## config.mk

```make
export PLATFORM = sky130hd
export DESIGN_NAME = twre_cfg
export DESIGN_NICKNAME = d
export VERILOG_FILES = /design/src/design/twre_pkg.sv /design/src/design/twre_cfg.sv
export SDC_FILE = /design/constraint.sdc
export NUM_CORES = 1
export LEC_CHECK = 0
export ABC_AREA = 1
export CAP_MARGIN = 0
export CELL_PAD_IN_SITES_DETAIL_PLACEMENT = 1
export CELL_PAD_IN_SITES_GLOBAL_PLACEMENT = 1
export CORE_ASPECT_RATIO = 0.8
export CORE_MARGIN = 5
export CORE_UTILIZATION = 25
export CTS_BUF_LIST = sky130_fd_sc_hd__clkbuf_4 sky130_fd_sc_hd__clkbuf_8 sky130_fd_sc_hd__clkbuf_16
export DETAILED_ROUTE_END_ITERATION = 8
export DONT_BUFFER_PORTS = 1
export PLACE_DENSITY_LB_ADDON = 0.1
export SYNTH_ARGS = -nofsm -noshare
export SYNTH_HDL_FRONTEND = slang
export SYNTH_SLANG_ARGS = --single-unit
```

## constraint.sdc

```tcl
create_clock -name clk -period 1 [get_ports clk]
set_input_delay 0.05 -clock clk [delete_from_list [all_inputs] [get_ports clk]]
set_output_delay 0.05 -clock clk [all_outputs]
set_load 0.02 [all_outputs]
```

## src/design/twre_pkg.sv

```systemverilog
// ----------------------------------------------------------------------------
// twre_pkg - shared definitions for the two-window ramp envelope
// widths, fixed-point constants, register map and pipeline payload types
// ----------------------------------------------------------------------------
`default_nettype none

package twre_pkg;

    // time and fraction widths
    localparam int TIME_BITS   = 32;
    localparam int FRAC_BITS   = 16;
    localparam int WORK_FRAC   = 30;
    localparam int WORK_W      = WORK_FRAC + 1;
    localparam int R_SHIFT     = WORK_FRAC - FRAC_BITS;
    localparam int PROD_W      = 2 * WORK_W;
    localparam int LEVEL_W     = 16;
    localparam int LEVEL_SHIFT = WORK_W - LEVEL_W;

    // configuration port
    localparam int DATA_W    = 32;
    localparam int REG_IDX_W = 3;
    localparam int ADDR_W    = REG_IDX_W + 2;

    // Q1.30 constants
    localparam logic [WORK_W-1:0] WORK_ONE  = {1'b1, {WORK_FRAC{1'b0}}};
    localparam logic [WORK_W-1:0] WORK_HALF = WORK_ONE >> 1;
    localparam logic [WORK_W-1:0] EASE_B    = 31'd230426967;
    localparam logic [WORK_W-1:0] EASE_A    = EASE_B + WORK_ONE;
    localparam logic [LEVEL_W-1:0] LEVEL_MAX = {1'b1, {LEVEL_SHIFT{1'b0}}};

    typedef enum logic [REG_IDX_W-1:0] {
        REG_ENABLED       = 3'd0,
        REG_FIRST_START   = 3'd1,
        REG_SECOND_START  = 3'd2,
        REG_RAMP_DURATION = 3'd3,
        REG_SLOPE_RISING  = 3'd4,
        REG_CURVE_COSINE  = 3'd5
    } reg_idx_t;

    typedef struct packed {
        logic                 enabled;
        logic [TIME_BITS-1:0] first_start;
        logic [TIME_BITS-1:0] second_start;
        logic [TIME_BITS-1:0] ramp_duration;
        logic                 slope_rising;
        logic                 curve_cosine;
    } cfg_t;

    // window decode and divider stages
    typedef struct packed {
        logic                 is_ramp;
        logic                 lin_inv;
        logic                 cosine;
        logic [WORK_W-1:0]    const_val;
        logic [TIME_BITS-1:0] rem;
        logic [TIME_BITS-1:0] den;
        logic [FRAC_BITS-1:0] q;
    } div_t;

    // easing stages
    typedef struct packed {
        logic              is_ramp;
        logic              lin_inv;
        logic              cosine;
        logic              low;
        logic [WORK_W-1:0] const_val;
        logic [WORK_W-1:0] r;
        logic [WORK_W-1:0] p;
        logic [WORK_W-1:0] pb;
        logic [WORK_W-1:0] poly;
    } ease_t;

endpackage

`default_nettype wire

```

## src/design/twre_cfg.sv

```systemverilog
// ----------------------------------------------------------------------------
// twre_cfg - configuration registers
// apb-style register file holding the window and curve settings
// ----------------------------------------------------------------------------
`default_nettype none

module twre_cfg (
    input  wire logic                          clk,
    input  wire logic                          rst_n,
    input  wire logic                          psel,
    input  wire logic                          penable,
    input  wire logic                          pwrite,
    input  wire logic [twre_pkg::ADDR_W-1:0]   paddr,
    input  wire logic [twre_pkg::DATA_W-1:0]   pwdata,
    output logic      [twre_pkg::DATA_W-1:0]   prdata,
    output logic                               pready,
    output twre_pkg::cfg_t                     cfg
);

    twre_pkg::cfg_t     cfg_reg;
    twre_pkg::cfg_t     cfg_next;
    twre_pkg::reg_idx_t idx;
    logic               wr;

    assign pready = 1'b1;
    assign idx    = twre_pkg::reg_idx_t'(paddr[twre_pkg::ADDR_W-1:2]);
    assign wr     = psel && penable && pwrite && pready;
    assign cfg    = cfg_reg;

    always_comb
    begin
        cfg_next = cfg_reg;
        if (wr)
        begin
            case (idx)
                twre_pkg::REG_ENABLED:       cfg_next.enabled = pwdata[0];
                twre_pkg::REG_FIRST_START:
                    cfg_next.first_start = pwdata[twre_pkg::TIME_BITS-1:0];
                twre_pkg::REG_SECOND_START:
                    cfg_next.second_start = pwdata[twre_pkg::TIME_BITS-1:0];
                twre_pkg::REG_RAMP_DURATION:
                    cfg_next.ramp_duration = pwdata[twre_pkg::TIME_BITS-1:0];
                twre_pkg::REG_SLOPE_RISING:  cfg_next.slope_rising = pwdata[0];
                twre_pkg::REG_CURVE_COSINE:  cfg_next.curve_cosine = pwdata[0];
                default:                     cfg_next = cfg_reg;
            endcase
        end
    end

    always_ff @(posedge clk or negedge rst_n)
    begin
        if (!rst_n)
        begin
            cfg_reg.enabled       <= 1'b0;
            cfg_reg.first_start   <= '0;
            cfg_reg.second_start  <= '0;
            cfg_reg.ramp_duration <= '0;
            cfg_reg.slope_rising  <= 1'b1;
            cfg_reg.curve_cosine  <= 1'b0;
        end
        else
        begin
            cfg_reg <= cfg_next;
        end
    end

    // read back
    always_comb
    begin
        case (idx)
            twre_pkg::REG_ENABLED:
                prdata = {{(twre_pkg::DATA_W-1){1'b0}}, cfg_reg.enabled};
            twre_pkg::REG_FIRST_START:   prdata = cfg_reg.first_start;
            twre_pkg::REG_SECOND_START:  prdata = cfg_reg.second_start;
            twre_pkg::REG_RAMP_DURATION: prdata = cfg_reg.ramp_duration;
            twre_pkg::REG_SLOPE_RISING:
                prdata = {{(twre_pkg::DATA_W-1){1'b0}}, cfg_reg.slope_rising};
            twre_pkg::REG_CURVE_COSINE:
                prdata = {{(twre_pkg::DATA_W-1){1'b0}}, cfg_reg.curve_cosine};
            default:                     prdata = '0;
        endcase
    end

endmodule

`default_nettype wire

```

==> Word level (Yosys, flattened, before mapping) <==
Cells that the tools add are included.
{ "totals": {"regBits": 99, "in_bits": 42, "wordCells": 21} }
{ "classes": {"n_eq_ne": 5, "n_mux": 1, "n_reduce_logical": 9} }
{ "op_table": {"columns": ["cell", "n"], "rows": [
  ["$pmux 32 s6", 1],
  ["$reduce_and 2->1", 6],
  ["$eq 3x2->1 const B", 2],
  ["$eq 3x3->1 const B", 2],
  ["$eq 3x1->1 const B", 1],
  ["$logic_not 3->1", 1],
  ["$logic_and 1x1->1", 2]
]} }

==> Logic depth before layout (Yosys ltp) <==
Gate-level depths: netlist of run 1.
{ "logic_depth": {"ltp_word": 3, "ltp_mapped": 7, "mapped_depth_nobuf": 5} }

==> Worst setup path after synthesis of run 1 <==
OpenSTA, ideal clock, no wires.
{ "synth_timing": {"path_kind": "input to output", "startpoint": "in paddr[4] in the netlist's numbering", "endpoint": "out prdata[10] in the netlist's numbering", "arrival_time_ns": 1.059, "required_ns": 0.950, "setup_slack_ns": -0.109, "path_stages": 7, "path_buffers": 2, "cell_sequence": "buf_6 -> inv_1 -> nand3_1 -> inv_1 -> buf_4 -> nand2_1 -> nand3_1"} }
{ "synth_via": {"elab_chain_cells": 2} }
{ "synth_rtl": {"columns": ["element", "line_no", "rtl"], "rows": [
  ["start: declaration", "twre_cfg.sv:13", "input wire logic [twre_pkg::ADDR_W-1:0] paddr,"],
  ["$eq 3x3->1, or another cell as far along", "twre_cfg.sv:70", "case (idx)"],
  ["$pmux 32 s6 (*)", "twre_cfg.sv:70", null],
  ["end: declaration", "twre_cfg.sv:15", "output logic [twre_pkg::DATA_W-1:0] prdata,"]
]} }
Every way passes the cells marked *; elsewhere a longest branch is shown, timed or not.

==> Worst setup path in the final report of run 1 <==
{ "layout_timing": {"startpoint": "reg cfg_reg, in the netlist cfg[98]", "endpoint": "out prdata[0] in the netlist's numbering"} }
{ "layout_via": {"elab_chain_cells": 1} }
{ "layout_rtl": {"columns": ["element", "line_no", "rtl"], "rows": [
  ["start: declaration", "twre_cfg.sv:20", "twre_pkg::cfg_t cfg_reg;"],
  ["start signal: assignment", "twre_cfg.sv:63", "cfg_reg <= cfg_next;"],
  ["$pmux 32 s6", "twre_cfg.sv:70", null]
]} }
No other way between the ends.

==> impl_metrics.sql, run 1 <==
INSERT INTO impl_metrics (metric_group, metric, value, unit) VALUES
('floorplan', 'die_height', '129.5', 'um'),
('sta', 'finalWorstPathRequiredPeriod', '1.220', 'ns'),
('synthesis', 'synth-seq-cells', '99', ''),
('critical_path', 'reg2reg_to', 'cfg[24]', ''),
('power', 'static-leakage-power', '3.753', 'nW'),
('job', 'drv.max_cap_violation_count', '0', ''),
('floorplan', 'design.die.area', '20640', 'um2'),
('clock_network', 'htreeDepth', '3', ''),
('final_layout', 'largest_register_ff_count', '99', ''),
('critical_path', 'worstRegToRegCells', '4', ''),
('synthesis', 'synthesis.area', '4463', 'um2'),
('critical_path', 'critPathKind', 'reg2out', ''),
('synthesis', 'syn-mean-instance-area', '8.085', 'um2'),
('outcome', 'outcome', 'complete, but fails checks', ''),
('synthesis', 'yosys.area_share.xor_xnor', '0', '%'),
('power', 'powerDensity', '1888', 'nW/um2'),
('routing', 'routed_via_density', '4.624', ''),
('power', 'max-vdd-ir-drop', '0.7578', 'mV'),
('worst_hold_path', 'worstHoldPathType', 'in2async', ''),
('synthesis', 'synth_compound_gate_area_share', '11.33', '%'),
('global_route', 'largest_net_degree_at_the_start_of_global_routing', '100', ''),
('clock_network', 'post_cts_hold_buffer_count', '37', ''),
('final_layout', 'most_used_cells_in_the_layout_excluding_fill_and_tap_cells', '140 x sky130_fd_sc_hd__nand2_1, 97 x sky130_fd_sc_hd__buf_6, 90 x sky130_fd_sc_hd__nand2_2, 89 x sky130_fd_sc_hd__dfrtp_1, 65 x sky130_fd_sc_hd__o21ai_0', ''),
('sta', 'timing.final.setup_violations', '37', ''),
('floorplan', 'initial_utilization', '25.60', '%'),
('clock_network', 'ctsLongestPathBuffers', '2', ''),
('global_route', 'number_of_antenna_violations_at_the_first_check_in_global_routing', '0', ''),
('sta', 'postLayoutSetupSlackWorst', '-0.2196', 'ns'),
('clock_network', 'clock-root-buffer', 'sky130_fd_sc_hd__clkbuf_16', ''),
('clock_network', 'cts_inserted_buffers', '9', ''),
('global_route', 'first_global_vias', '4860', ''),
('placed_design', 'port_buffers', '0', ''),
('final_layout', 'layout-area-overhead-vs-synth', '67.79', '%'),
('sta', 'timing.final.max_slew_violations', '0', ''),
('floorplan', 'core.rowCount', '43', ''),
('clock_network', 'clk_transition_reported_paths', '0.07', 'ns'),
('critical_path', 'r2r_slack', '0.07', 'ns'),
('critical_path', 'cp_top_family', 'flip-flops', ''),
('global_route', 'grt_util_all_layers', '16.13', '%'),
('routing', 'drcViolationCount', '0', ''),
('final_layout', 'stdcell_area', '7488', 'um2'),
('sta', 'fin_hold_ws', '-0.6041', 'ns'),
('critical_path', 'path_buf_inv', '0', ''),
('synthesis', 'synth_seq_area_share', '55.54', '%'),
('critical_path', 'worstPathRequired', '0.95', 'ns'),
('global_route', 'grt_first_pass_wirelength', '26700', 'um'),
('critical_path', 'reg2reg_from', 'cfg[24]', ''),
('synthesis', 'synth_adder_area_share', '0', '%'),
('critical_path', 'cp_max_fo', '3', ''),
('critical_path', 'worst_path_max_delay_cell', 'sky130_fd_sc_hd__dfrtp_1', ''),
('sta', 'timing.final.hold_violations', '100', ''),
('critical_path', 'timing.critical_path.cells', 'nand3_1 -> nand2_1 -> nor2_4 -> nand2_4', ''),
('placed_design', 'gp_congestion', '0.7741', ''),
('critical_path', 'crit_arrival', '1.17', 'ns'),
('sta', 'rsz0062_at_grt', 'yes', ''),
('synthesis', 'combinational_family_with_the_most_area_after_synthesis', 'simple AND/OR/NAND/NOR gates', ''),
('routing', 'detailedRoute.firstPassIterationCount', '4', ''),
('floorplan', 'die_width', '159.4', 'um'),
('final_layout', 'drive_gt1_share', '42.56', '%'),
('outcome', 'violated_checks', 'hold timing, setup timing', ''),
('synthesis', 'synth_top_area_share', '54.95', '%'),
('routing', 'route.antenna.remaining_nets', '0', ''),
('sta', 'final.setup.tns', '-1.537', 'ns'),
('placed_design', 'hpwl', '10890', 'um'),
('synthesis', 'synthesis.instances', '552', ''),
('synthesis', 'netlist.top_cell.by_area', 'sky130_fd_sc_hd__dfrtp_1', ''),
('synthesis', 'synthesis.nets', '594', ''),
('final_layout', 'mostFrequentLayoutCell', 'sky130_fd_sc_hd__nand2_1', ''),
('final_layout', 'antenna_cells', '0', ''),
('clock_network', 'clkSinkCount', '99', ''),
('floorplan', 'placeableCoreArea', '17430', 'um2');
[cell usage after synthesis]
library cell,number
sky130_fd_sc_hd__conb_1,1
sky130_fd_sc_hd__o21ai_0,65
sky130_fd_sc_hd__nor3_4,2
sky130_fd_sc_hd__nand2_2,2
sky130_fd_sc_hd__dfrtp_1,98
sky130_fd_sc_hd__clkbuf_1,14
sky130_fd_sc_hd__nand4_1,4
sky130_fd_sc_hd__inv_2,1
sky130_fd_sc_hd__nor2_4,1
sky130_fd_sc_hd__buf_2,11
sky130_fd_sc_hd__o21ai_1,36
sky130_fd_sc_hd__inv_1,37
sky130_fd_sc_hd__nor2_1,3
sky130_fd_sc_hd__nand2_1,229
sky130_fd_sc_hd__nand3_1,38
sky130_fd_sc_hd__buf_4,5
sky130_fd_sc_hd__dfstp_2,1
sky130_fd_sc_hd__buf_6,4
[metrics by stage]
stage	util, %	cells	setup slack, ns
final	42.96	944	-0.2196
after global routing	42.96	944	-0.2720
after CTS	40.33	924	-0.2573
after detailed placement	32.69	859	0.01363
after global placement	32.69	859	0.05206
after floorplan	-	552	0.002801
[cell families (layout without fill, tap and decap cells)]
| family | count (synthesis) | count (layout) |
|---|---|---|
| flip-flops | 99 | 99 |
| buffers and inverters | 72 | 239 |
| other | 1 | 1 |
| AND/OR/NAND/NOR | 279 | 279 |
| AO/OA/AOI/OAI | 101 | 101 |
[layout make-up]
type	count	area [um2]
Fill cell	1970	9943
Sequential cell	99	2490
Multi-Input combinational cell	381	2285
Timing Repair Buffer	185	1958
Tap cell	225	281.5
Clock buffer	11	246.5
Inverter	38	142.6
Clock inverter	5	85.08
[report_power, final]
part           switching (W)  internal [W]
Clock                0.00158       0.00230
Sequential          0.000924       0.00476
Combinational        0.00228       0.00229
Total                0.00478       0.00936
[repair_timing]
| item | CTS | global route |
|---|---|---|
| pin swaps | 76 | 34 |
| hold endpoints to repair | 198 | 99 |
| buffers inserted | 12 | 22 |
| cloned | 0 | 0 |
| setup endpoints to repair | 54 | 130 |
| resized for setup | 143 | 91 |
[worst max path at each step]
stage / startpoint / to / slack [ns] / cells after the start
final: cfg[98] / prdata[0] / -0.22 / 4
after global routing: cfg[2] / prdata[0] / -0.27 / 4
after CTS: cfg[1] / prdata[0] / -0.26 / 4
after detailed placement: pwrite / cfg[95] / 0.01 / 6
after global placement: pwrite / cfg[90] / 0.05 / 6
after floorplan: paddr[2] / cfg[72] / 0.003 / 7
[routing by layer]
metal / track usage [%] / share of wire (%)
met3: 4.960 / 5.2
met5: 0 / 0
met2: 26.66 / 49
met1: 21.06 / 45
met4: 3.561 / 0.91
Power figures use the tool's default switching activity.
==> run 2, diff against run 1 <==
--- a/config.mk
+++ b/config.mk
@@ -6,9 +6,9 @@
 export NUM_CORES = 1
 export LEC_CHECK = 0
 export ABC_AREA = 1
-export CAP_MARGIN = 0
+export CAP_MARGIN = 10
 export CELL_PAD_IN_SITES_DETAIL_PLACEMENT = 1
-export CELL_PAD_IN_SITES_GLOBAL_PLACEMENT = 1
+export CELL_PAD_IN_SITES_GLOBAL_PLACEMENT = 2
 export CORE_ASPECT_RATIO = 0.8
 export CORE_MARGIN = 5
 export CORE_UTILIZATION = 25
==> run 2 against run 1 <==
The flow still finishes with violations (hold timing, setup timing). Cell count decreased by 0.64%. Sequential power decreased by 0.7%. Design area decreased by 0.89%. Combinational power decreased by 3%. Routed wire length increased by 2.8%. Via count decreased by 1.3%. Utilization decreased by 0.38 points. Critical path depth unchanged. Global-route usage decreased by 0.24 points. Power decreased by 1.5%. Clock-buffer cell count unchanged. Sequential share of layout area increased by 0.21 points. Critical path type unchanged. Largest cell class unchanged.
==> impl_metrics.sql, run 2 (synthesis gave the netlist of run 1 again) <==
INSERT INTO impl_metrics (metric_group, metric, value, unit) VALUES
('final_layout', 'largest_register_ff_count', '99', ''),
('floorplan', 'placeableCoreArea', '17430', 'um2'),
('sta', 'clock_skew', '0', 'ns'),
('clock_network', 'cts_tree', 'done', ''),
('final_layout', 'mostFrequentLayoutCell', 'sky130_fd_sc_hd__nand2_1', ''),
('critical_path', 'timing.critical_path.to_type', 'primary output', ''),
('critical_path', 'cp-start-kind', 'register', ''),
('final_layout', 'multi_input_comb_area', '2270', 'um2'),
('critical_path', 'critPathKind', 'reg2out', ''),
('placed_design', 'gp_congestion', '0.7728', ''),
('routing', 'routed_via_density', '4.593', ''),
('final_layout', 'layout.filler_cells', '2003', ''),
('final_layout', 'seq_area', '2484', 'um2'),
('placed_design', 'worst_slack_at_placement', '-0.2255', 'ns'),
('routing', 'wl_per_cell', '18.47', 'um'),
('power', 'power.switching', '0.004733', 'W'),
('power', 'combPwrFrac', '31.9', '%'),
('sta', 'worst-slew-pin-transition', '0.8507', 'ns'),
('floorplan', 'boundaryPins', '174', ''),
('floorplan', 'die_width', '159.4', 'um'),
('worst_hold_path', 'worstHoldPathType', 'in2async', ''),
('power', 'portion_of_total_power_attributed_to_the_clock_network', '27.6', '%'),
('clock_network', 'cts_inserted_buffers', '9', ''),
('clock_network', 'clk-insertion-delay-late', '0.34', 'ns'),
('placed_design', 'hpwl', '10980', 'um'),
('sta', 'postLayoutSetupSlackWorst', '-0.2311', 'ns'),
('routing', 'routed_vias', '4308', ''),
('global_route', 'largest_net_degree_at_the_start_of_global_routing', '100', ''),
('final_layout', 'antenna_cells', '0', ''),
('floorplan', 'initial_utilization', '25.60', '%'),
('critical_path', 'reg2reg_from', 'cfg[11]', ''),
('clock_network', 'clkSinkCount', '99', ''),
('global_route', 'grt_first_pass_wirelength', '26180', 'um'),
('critical_path', 'crit_arrival', '1.18', 'ns'),
('placed_design', 'place.detailed.instances', '857', ''),
('power', 'powerDensity', '1876', 'nW/um2'),
('outcome', 'outcome', 'complete, but fails checks', ''),
('sta', 'timing.final.max_slew_violations', '0', ''),
('critical_path', 'cp_max_fo', '2', ''),
('floorplan', 'core.rowCount', '43', ''),
('clock_network', 'ctsLongestPathBuffers', '2', ''),
('sta', 'timing.final.setup_violations', '33', ''),
('outcome', 'violated_checks', 'hold timing, setup timing', ''),
('routing', 'route.antenna.remaining_nets', '0', ''),
('sta', 'finalWorstPathRequiredPeriod', '1.231', 'ns'),
('sta', 'fin_hold_ws', '-0.5997', 'ns'),
('final_layout', 'final-instance-count-excl-fill', '938', ''),
('routing', 'drcViolationCount', '0', ''),
('global_route', 'overflow', '0', ''),
('floorplan', 'die_height', '129.5', 'um'),
('routing', 'totalWireLength', '17320', 'um'),
('power', 'static-leakage-power', '3.719', 'nW'),
('sta', 'slew_headroom', '43.15', '%'),
('sta', 'timing.final.hold_violations', '99', ''),
('job', 'drv.max_cap_violation_count', '0', ''),
('sta', 'rsz0062_at_grt', 'yes', ''),
('routing', 'detailedRoute.firstIterationViolations', '131', ''),
('global_route', 'number_of_antenna_violations_at_the_first_check_in_global_routing', '0', ''),
('final_layout', 'drive_gt1_share', '41.23', '%'),
('sta', 'max_clock_freq', '812.3', 'MHz'),
('power', 'internal_power', '0.009191', 'W'),
('clock_network', 'clock-root-buffer', 'sky130_fd_sc_hd__clkbuf_16', ''),
('placed_design', 'port_buffers', '0', ''),
('global_route', 'grt_util_all_layers', '15.89', '%'),
('routing', 'detailedRoute.firstPassIterationCount', '4', ''),
('final_layout', 'most_used_cells_in_the_layout_excluding_fill_and_tap_cells', '141 x sky130_fd_sc_hd__nand2_1, 94 x sky130_fd_sc_hd__dfrtp_1, 91 x sky130_fd_sc_hd__buf_6, 90 x sky130_fd_sc_hd__nand2_2, 65 x sky130_fd_sc_hd__o21ai_0', ''),
('critical_path', 'worstPathRequired', '0.95', 'ns'),
('power', 'max-vdd-ir-drop', '0.7471', 'mV'),
('power', 'power.share.sequential', '40.5', '%'),
('power', 'sw_frac_of_total', '33.99', '%'),
('final_layout', 'final_util', '42.58', '%'),
('critical_path', 'setup.worst_path.start', 'cfg[1]', ''),
('final_layout', 'layout-area-overhead-vs-synth', '66.30', '%'),
('floorplan', 'design.die.area', '20640', 'um2'),
('global_route', 'first_global_vias', '4605', ''),
('clock_network', 'clk_transition_reported_paths', '0.07', 'ns'),
('sta', 'final.setup.tns', '-1.270', 'ns'),
('clock_network', 'htreeDepth', '3', ''),
('final_layout', 'final_net_count', '750', ''),
('sta', 'final.period_utilization', '123.1', '%');
[run 2: cell types whose count changed in the layout (fill, tap and decap cells not counted), moves of 2 or more]
cell | before | now
sky130_fd_sc_hd__buf_6 | 97 | 91
sky130_fd_sc_hd__dfrtp_2 | 9 | 4
sky130_fd_sc_hd__clkbuf_16 | 9 | 11
sky130_fd_sc_hd__dfrtp_1 | 89 | 94
[run 2: worst paths after layout]
check | end | slack (ns) | cells after the start
max | prdata[0] | -0.23 | 4
min | cfg[63] | -0.60 | 0
max reg2reg | cfg[11] | 0.06 | 4
min reg2reg | cfg[96] | 0.54 | 2
max in group asynchronous | cfg[29] | 1.38 | 0
min in group clk | cfg[98] | 0.04 | 4
[run 2: critical path: stages (launching register included)]
cell	delay (ns)
sky130_fd_sc_hd__dfstp_2	0.54
sky130_fd_sc_hd__nand3_2	0.06
sky130_fd_sc_hd__nand2_1	0.06
sky130_fd_sc_hd__inv_1	0.05
sky130_fd_sc_hd__nand2_2	0.12
[run 2: what timing repair did]
| action | 4_1_cts | 5_1_grt |
|---|---|---|
| buffers inserted | 9 | 16 |
| pin swaps | 56 | 37 |
| hold endpoints to repair | 198 | 101 |
| setup endpoints to repair | 47 | 123 |
| gates cloned | 0 | 3 |
| gates resized for setup | 116 | 102 |
| hold buffers | 36 | 1 |
[run 2: layout make-up]
type,instances,share of cell area [%]
clock buffer,11,3.237
clock inverter,5,1.146
inverter,38,2.006
multi-input combinational,381,30.58
sequential,99,33.46
tap,225,3.793
timing repair buffer,179,25.78
[run 2: metrics by stage]
stage | area, um2 | hold WS, ns | power, W
after floorplan | 4623 | -0.2456 | 0.007268
after global placement | 5670 | -0.2413 | 0.008891
after detailed placement | 5670 | -0.2414 | 0.008976
after CTS | 6860 | -0.6238 | 0.01349
after global routing | 7422 | -0.6256 | 0.01465
final | 7422 | -0.5997 | 0.01392
[run 2: power by group through the flow]
stage	clock, W	sequential (W)	combinational [W]
floorplan	0	0.00625	0.00101
global placement	0	0.00547	0.00342
detailed placement	0	0.00550	0.00347
CTS	0.00398	0.00554	0.00396
global route	0.00413	0.00576	0.00475
finish	0.00384	0.00565	0.00444
[run 2: per-layer routing]
| metal | vias to the layer above | wire length (um) | track usage [%] |
|---|---|---|---|
| met1 | 2118 | 7857 | 20.93 |
| li1 | 2060 | - | - |
| met5 | - | 0 | 0 |
| met3 | 11 | 1196 | 5.469 |
| met2 | 119 | 8100 | 25.72 |
| met4 | 0 | 167 | 3.159 |
==> run 3, diff against run 2 <==
--- a/config.mk
+++ b/config.mk
@@ -5,7 +5,6 @@
 export SDC_FILE = /design/constraint.sdc
 export NUM_CORES = 1
 export LEC_CHECK = 0
-export ABC_AREA = 1
 export CAP_MARGIN = 10
 export CELL_PAD_IN_SITES_DETAIL_PLACEMENT = 1
 export CELL_PAD_IN_SITES_GLOBAL_PLACEMENT = 2
==> run 3 against run 2 <==
The run still ends with hold timing, setup timing left. Area after synthesis up 2.5%. Non-clock buffer count decreased by 14. Critical path depth is the same. Cell count is 23% lower. Global-route usage is 1.2 points lower. Register-to-register slack lost 0.09 ns. Hold slack got worse by 0.0072 ns. Maximum frequency decreased by 12%. Sequential cell count unchanged. Highest routed layer unchanged.
==> impl_metrics.sql, run 3 <==
INSERT INTO impl_metrics (metric_group, metric, value, unit) VALUES
('sta', 'final.setup.tns', '-11.61', 'ns'),
('power', 'power.switching', '0.004630', 'W'),
('clock_network', 'cts_inserted_buffers', '9', ''),
('sta', 'rsz0062_at_grt', 'yes', ''),
('final_layout', 'largest_register_ff_count', '99', ''),
('routing', 'wl_per_cell', '21.57', 'um'),
('final_layout', 'layout-area-overhead-vs-synth', '58.35', '%'),
('floorplan', 'initial_utilization', '25.34', '%'),
('final_layout', 'seq_area', '2559', 'um2'),
('synthesis', 'yosysMostFrequentCell', 'sky130_fd_sc_hd__dfrtp_1', ''),
('synthesis', 'count_of_warnings_emitted_by_yosys', '0', ''),
('synthesis', 'netlist.top_cell.by_area', 'sky130_fd_sc_hd__dfrtp_1', ''),
('routing', 'totalWireLength', '15600', 'um'),
('final_layout', 'multi_input_comb_area', '2364', 'um2'),
('final_layout', 'drive_gt1_share', '79.07', '%'),
('synthesis', 'synth-edff-count', '0', ''),
('sta', 'max_clock_freq', '711.0', 'MHz'),
('critical_path', 'cp_max_fo', '2', ''),
('global_route', 'overflow', '0', ''),
('final_layout', 'final-instance-count-excl-fill', '723', ''),
('floorplan', 'die_width', '161.3', 'um'),
('routing', 'detailedRoute.firstIterationViolations', '104', ''),
('routing', 'drcViolationCount', '0', ''),
('critical_path', 'reg2reg_from', 'cfg[93]', ''),
('floorplan', 'placeableCoreArea', '18060', 'um2'),
('sta', 'clock_skew', '0', 'ns'),
('global_route', 'number_of_antenna_violations_at_the_first_check_in_global_routing', '1', ''),
('critical_path', 'critical_path.endpoint', 'prdata[3]', ''),
('synthesis', 'synthesis.instances', '336', ''),
('synthesis', 'synthesis.area', '4576', 'um2'),
('power', 'static-leakage-power', '3.112', 'nW'),
('critical_path', 'crit_arrival', '1.36', 'ns'),
('sta', 'timing.final.hold_violations', '101', ''),
('critical_path', 'setup.worst_path.start', 'cfg[69]', ''),
('placed_design', 'port_buffers', '0', ''),
('clock_network', 'post_cts_hold_buffer_count', '33', ''),
('final_layout', 'final_util', '40.13', '%'),
('floorplan', 'core.rowCount', '44', ''),
('placed_design', 'place.detailed.instances', '669', ''),
('placed_design', 'gp_congestion', '0.7096', ''),
('global_route', 'grt_first_pass_wirelength', '23710', 'um'),
('clock_network', 'clk_transition_reported_paths', '0.07', 'ns'),
('synthesis', 'syn-mean-instance-area', '13.62', 'um2'),
('clock_network', 'htreeDepth', '3', ''),
('synthesis', 'synth.lib_cells_used.distinct', '27', ''),
('power', 'max-vdd-ir-drop', '0.8217', 'mV'),
('clock_network', 'clk-insertion-delay-late', '0.34', 'ns'),
('critical_path', 'worstRegToRegCells', '3', ''),
('final_layout', 'layout.filler_cells', '1879', ''),
('placed_design', 'worst_slack_at_placement', '-0.2629', 'ns'),
('sta', 'fin_hold_ws', '-0.6069', 'ns'),
('sta', 'final.period_utilization', '140.7', '%'),
('sta', 'timing.final.max_slew_violations', '0', ''),
('synthesis', 'synth_top_area_share', '53.60', '%'),
('synthesis', 'synth_area_leaders', 'sky130_fd_sc_hd__dfrtp_1 54%, sky130_fd_sc_hd__mux2_2 22%, sky130_fd_sc_hd__mux2_1 10%, sky130_fd_sc_hd__a22oi_1 5.1%, sky130_fd_sc_hd__nor2_1 2.7%', ''),
('sta', 'postLayoutSetupSlackWorst', '-0.4065', 'ns'),
('power', 'portion_of_total_power_attributed_to_the_clock_network', '28.8', '%'),
('power', 'internal_power', '0.01035', 'W'),
('floorplan', 'boundaryPins', '174', ''),
('synthesis', 'netlist_top_cells_count', '98 x sky130_fd_sc_hd__dfrtp_1, 88 x sky130_fd_sc_hd__mux2_2, 42 x sky130_fd_sc_hd__mux2_1', ''),
('critical_path', 'critPathKind', 'reg2out', ''),
('routing', 'route.antenna.remaining_nets', '0', ''),
('clock_network', 'clkSinkCount', '99', ''),
('routing', 'routed_via_density', '4.722', ''),
('routing', 'detailedRoute.firstPassIterationCount', '4', ''),
('synthesis', 'postSynth.asyncResetShare', '100.0', '%'),
('clock_network', 'clock-root-buffer', 'sky130_fd_sc_hd__clkbuf_16', ''),
('power', 'sw_frac_of_total', '30.92', '%'),
('global_route', 'grt_util_all_layers', '14.70', '%'),
('global_route', 'first_global_vias', '3820', ''),
('routing', 'routed_vias', '3414', ''),
('outcome', 'violated_checks', 'hold timing, setup timing', ''),
('power', 'powerDensity', '2067', 'nW/um2'),
('clock_network', 'cts_tree', 'done', ''),
('global_route', 'largest_net_degree_at_the_start_of_global_routing', '100', ''),
('floorplan', 'design.die.area', '21130', 'um2'),
('critical_path', 'reg2reg_to', 'cfg[93]', ''),
('final_layout', 'most_used_cells_in_the_layout_excluding_fill_and_tap_cells', '76 x sky130_fd_sc_hd__buf_6, 74 x sky130_fd_sc_hd__mux2_2, 64 x sky130_fd_sc_hd__dfrtp_2, 51 x sky130_fd_sc_hd__buf_4', ''),
('floorplan', 'die_height', '131.0', 'um'),
('synthesis', 'synth_ff_type', 'sky130_fd_sc_hd__dfrtp_1', ''),
('final_layout', 'final_net_count', '529', ''),
('sta', 'finalWorstPathRequiredPeriod', '1.407', 'ns'),
('critical_path', 'r2r_slack', '-0.03', 'ns'),
('power', 'power.share.sequential', '36.9', '%'),
('job', 'drv.max_cap_violation_count', '0', ''),
('outcome', 'outcome', 'complete, but fails checks', ''),
('power', 'combPwrFrac', '34.2', '%'),
('synthesis', 'synth-seq-cells', '99', ''),
('synthesis', 'synthesis.nets', '378', ''),
('critical_path', 'timing.critical_path.to_type', 'primary output', ''),
('final_layout', 'mostFrequentLayoutCell', 'sky130_fd_sc_hd__buf_6', ''),
('clock_network', 'ctsLongestPathBuffers', '2', ''),
('critical_path', 'cp-start-kind', 'register', ''),
('sta', 'timing.final.setup_violations', '49', ''),
('critical_path', 'worstPathRequired', '0.95', 'ns'),
('synthesis', 'synth_seq_area_share', '54.17', '%'),
('worst_hold_path', 'worstHoldPathType', 'in2async', ''),
('placed_design', 'hpwl', '10170', 'um');
run 3: changes by cell type after synthesis, moves of 36 or more:
cell | previous run | this run
sky130_fd_sc_hd__o21ai_1 | 36 | 0
sky130_fd_sc_hd__o21ai_0 | 65 | 0
sky130_fd_sc_hd__mux2_1 | 0 | 42
sky130_fd_sc_hd__inv_1 | 37 | 0
sky130_fd_sc_hd__mux2_2 | 0 | 88
sky130_fd_sc_hd__nand3_1 | 38 | 1
sky130_fd_sc_hd__nand2_1 | 229 | 1
run 3: power groups by stage:
| stage | Combinational, W | Clock (W) | Sequential, W |
|---|---|---|---|
| 3_5_place_dp | 0.00454 | 0 | 0.00552 |
| 5_1_grt | 0.00543 | 0.00458 | 0.00564 |
| 6_report | 0.00512 | 0.00432 | 0.00553 |
| 3_3_place_gp | 0.00448 | 0 | 0.00549 |
| 2_1_floorplan | 0.00172 | 0 | 0.00648 |
| 4_1_cts | 0.00500 | 0.00447 | 0.00551 |
run 3: routing by layer:
metal / track usage [%] / wire [um] / vias to the layer above
li1: - / - / 1526
met1: 18.63 / 7021 / 1789
met5: 0 / 0 / -
met4: 3.460 / 144 / 0
met2: 24.13 / 7405 / 87
met3: 5.488 / 1026 / 12
run 3: per-stage QoR:
step | power [W] | instance area (um2)
after floorplan | 0.008194 | 5020
after global placement | 0.009964 | 6173
after detailed placement | 0.01006 | 6173
after CTS | 0.01498 | 7097
after global routing | 0.01565 | 7246
final | 0.01497 | 7246
run 3: logic make-up (layout without fill, tap and decap cells):
kind of cell    count (synthesis)  after routing  synth area share (%)
other cells                     1              2               0.08196
mux                           131            131                 32.21
simple gates                   46             46                 5.196
compound gates                 34             34                 5.551
buf+inv                        25            181                 2.789
flops                          99             99                 54.17
run 3: worst max-delay path, cell delays in order (launching register included):
cell                      delay (ns)
sky130_fd_sc_hd__dfrtp_2        0.41
sky130_fd_sc_hd__mux2_4         0.28
sky130_fd_sc_hd__a22oi_2        0.14
sky130_fd_sc_hd__nor2_2         0.05
sky130_fd_sc_hd__buf_6          0.13
run 3: area by class of cell:
cell class / count / share of cell area, %
well taps: 230 / 3.972
clock buffers: 9 / 3.108
clock inverters: 7 / 1.917
diodes: 1 / 0.03454
repair buffers: 165 / 23.04
flip-flops and latches: 99 / 35.31
multi-input cells: 212 / 32.62
run 3: timing repair:
item | CTS | global route
hold endpoints to repair | 198 | 101
setup buffers | 2 | 12
resized for setup | 58 | 39
pin swaps | 13 | 5
endpoints found under the setup margin | 63 | 86
run 3: worst min path at each step:
stage | start | to | slack (ns)
floorplan | rst_n | cfg[0] | -0.25
global placement | rst_n | cfg[90] | -0.24
detailed placement | rst_n | cfg[29] | -0.24
CTS | rst_n | cfg[26] | -0.63
global route | rst_n | cfg[26] | -0.63
finish | rst_n | cfg[26] | -0.61
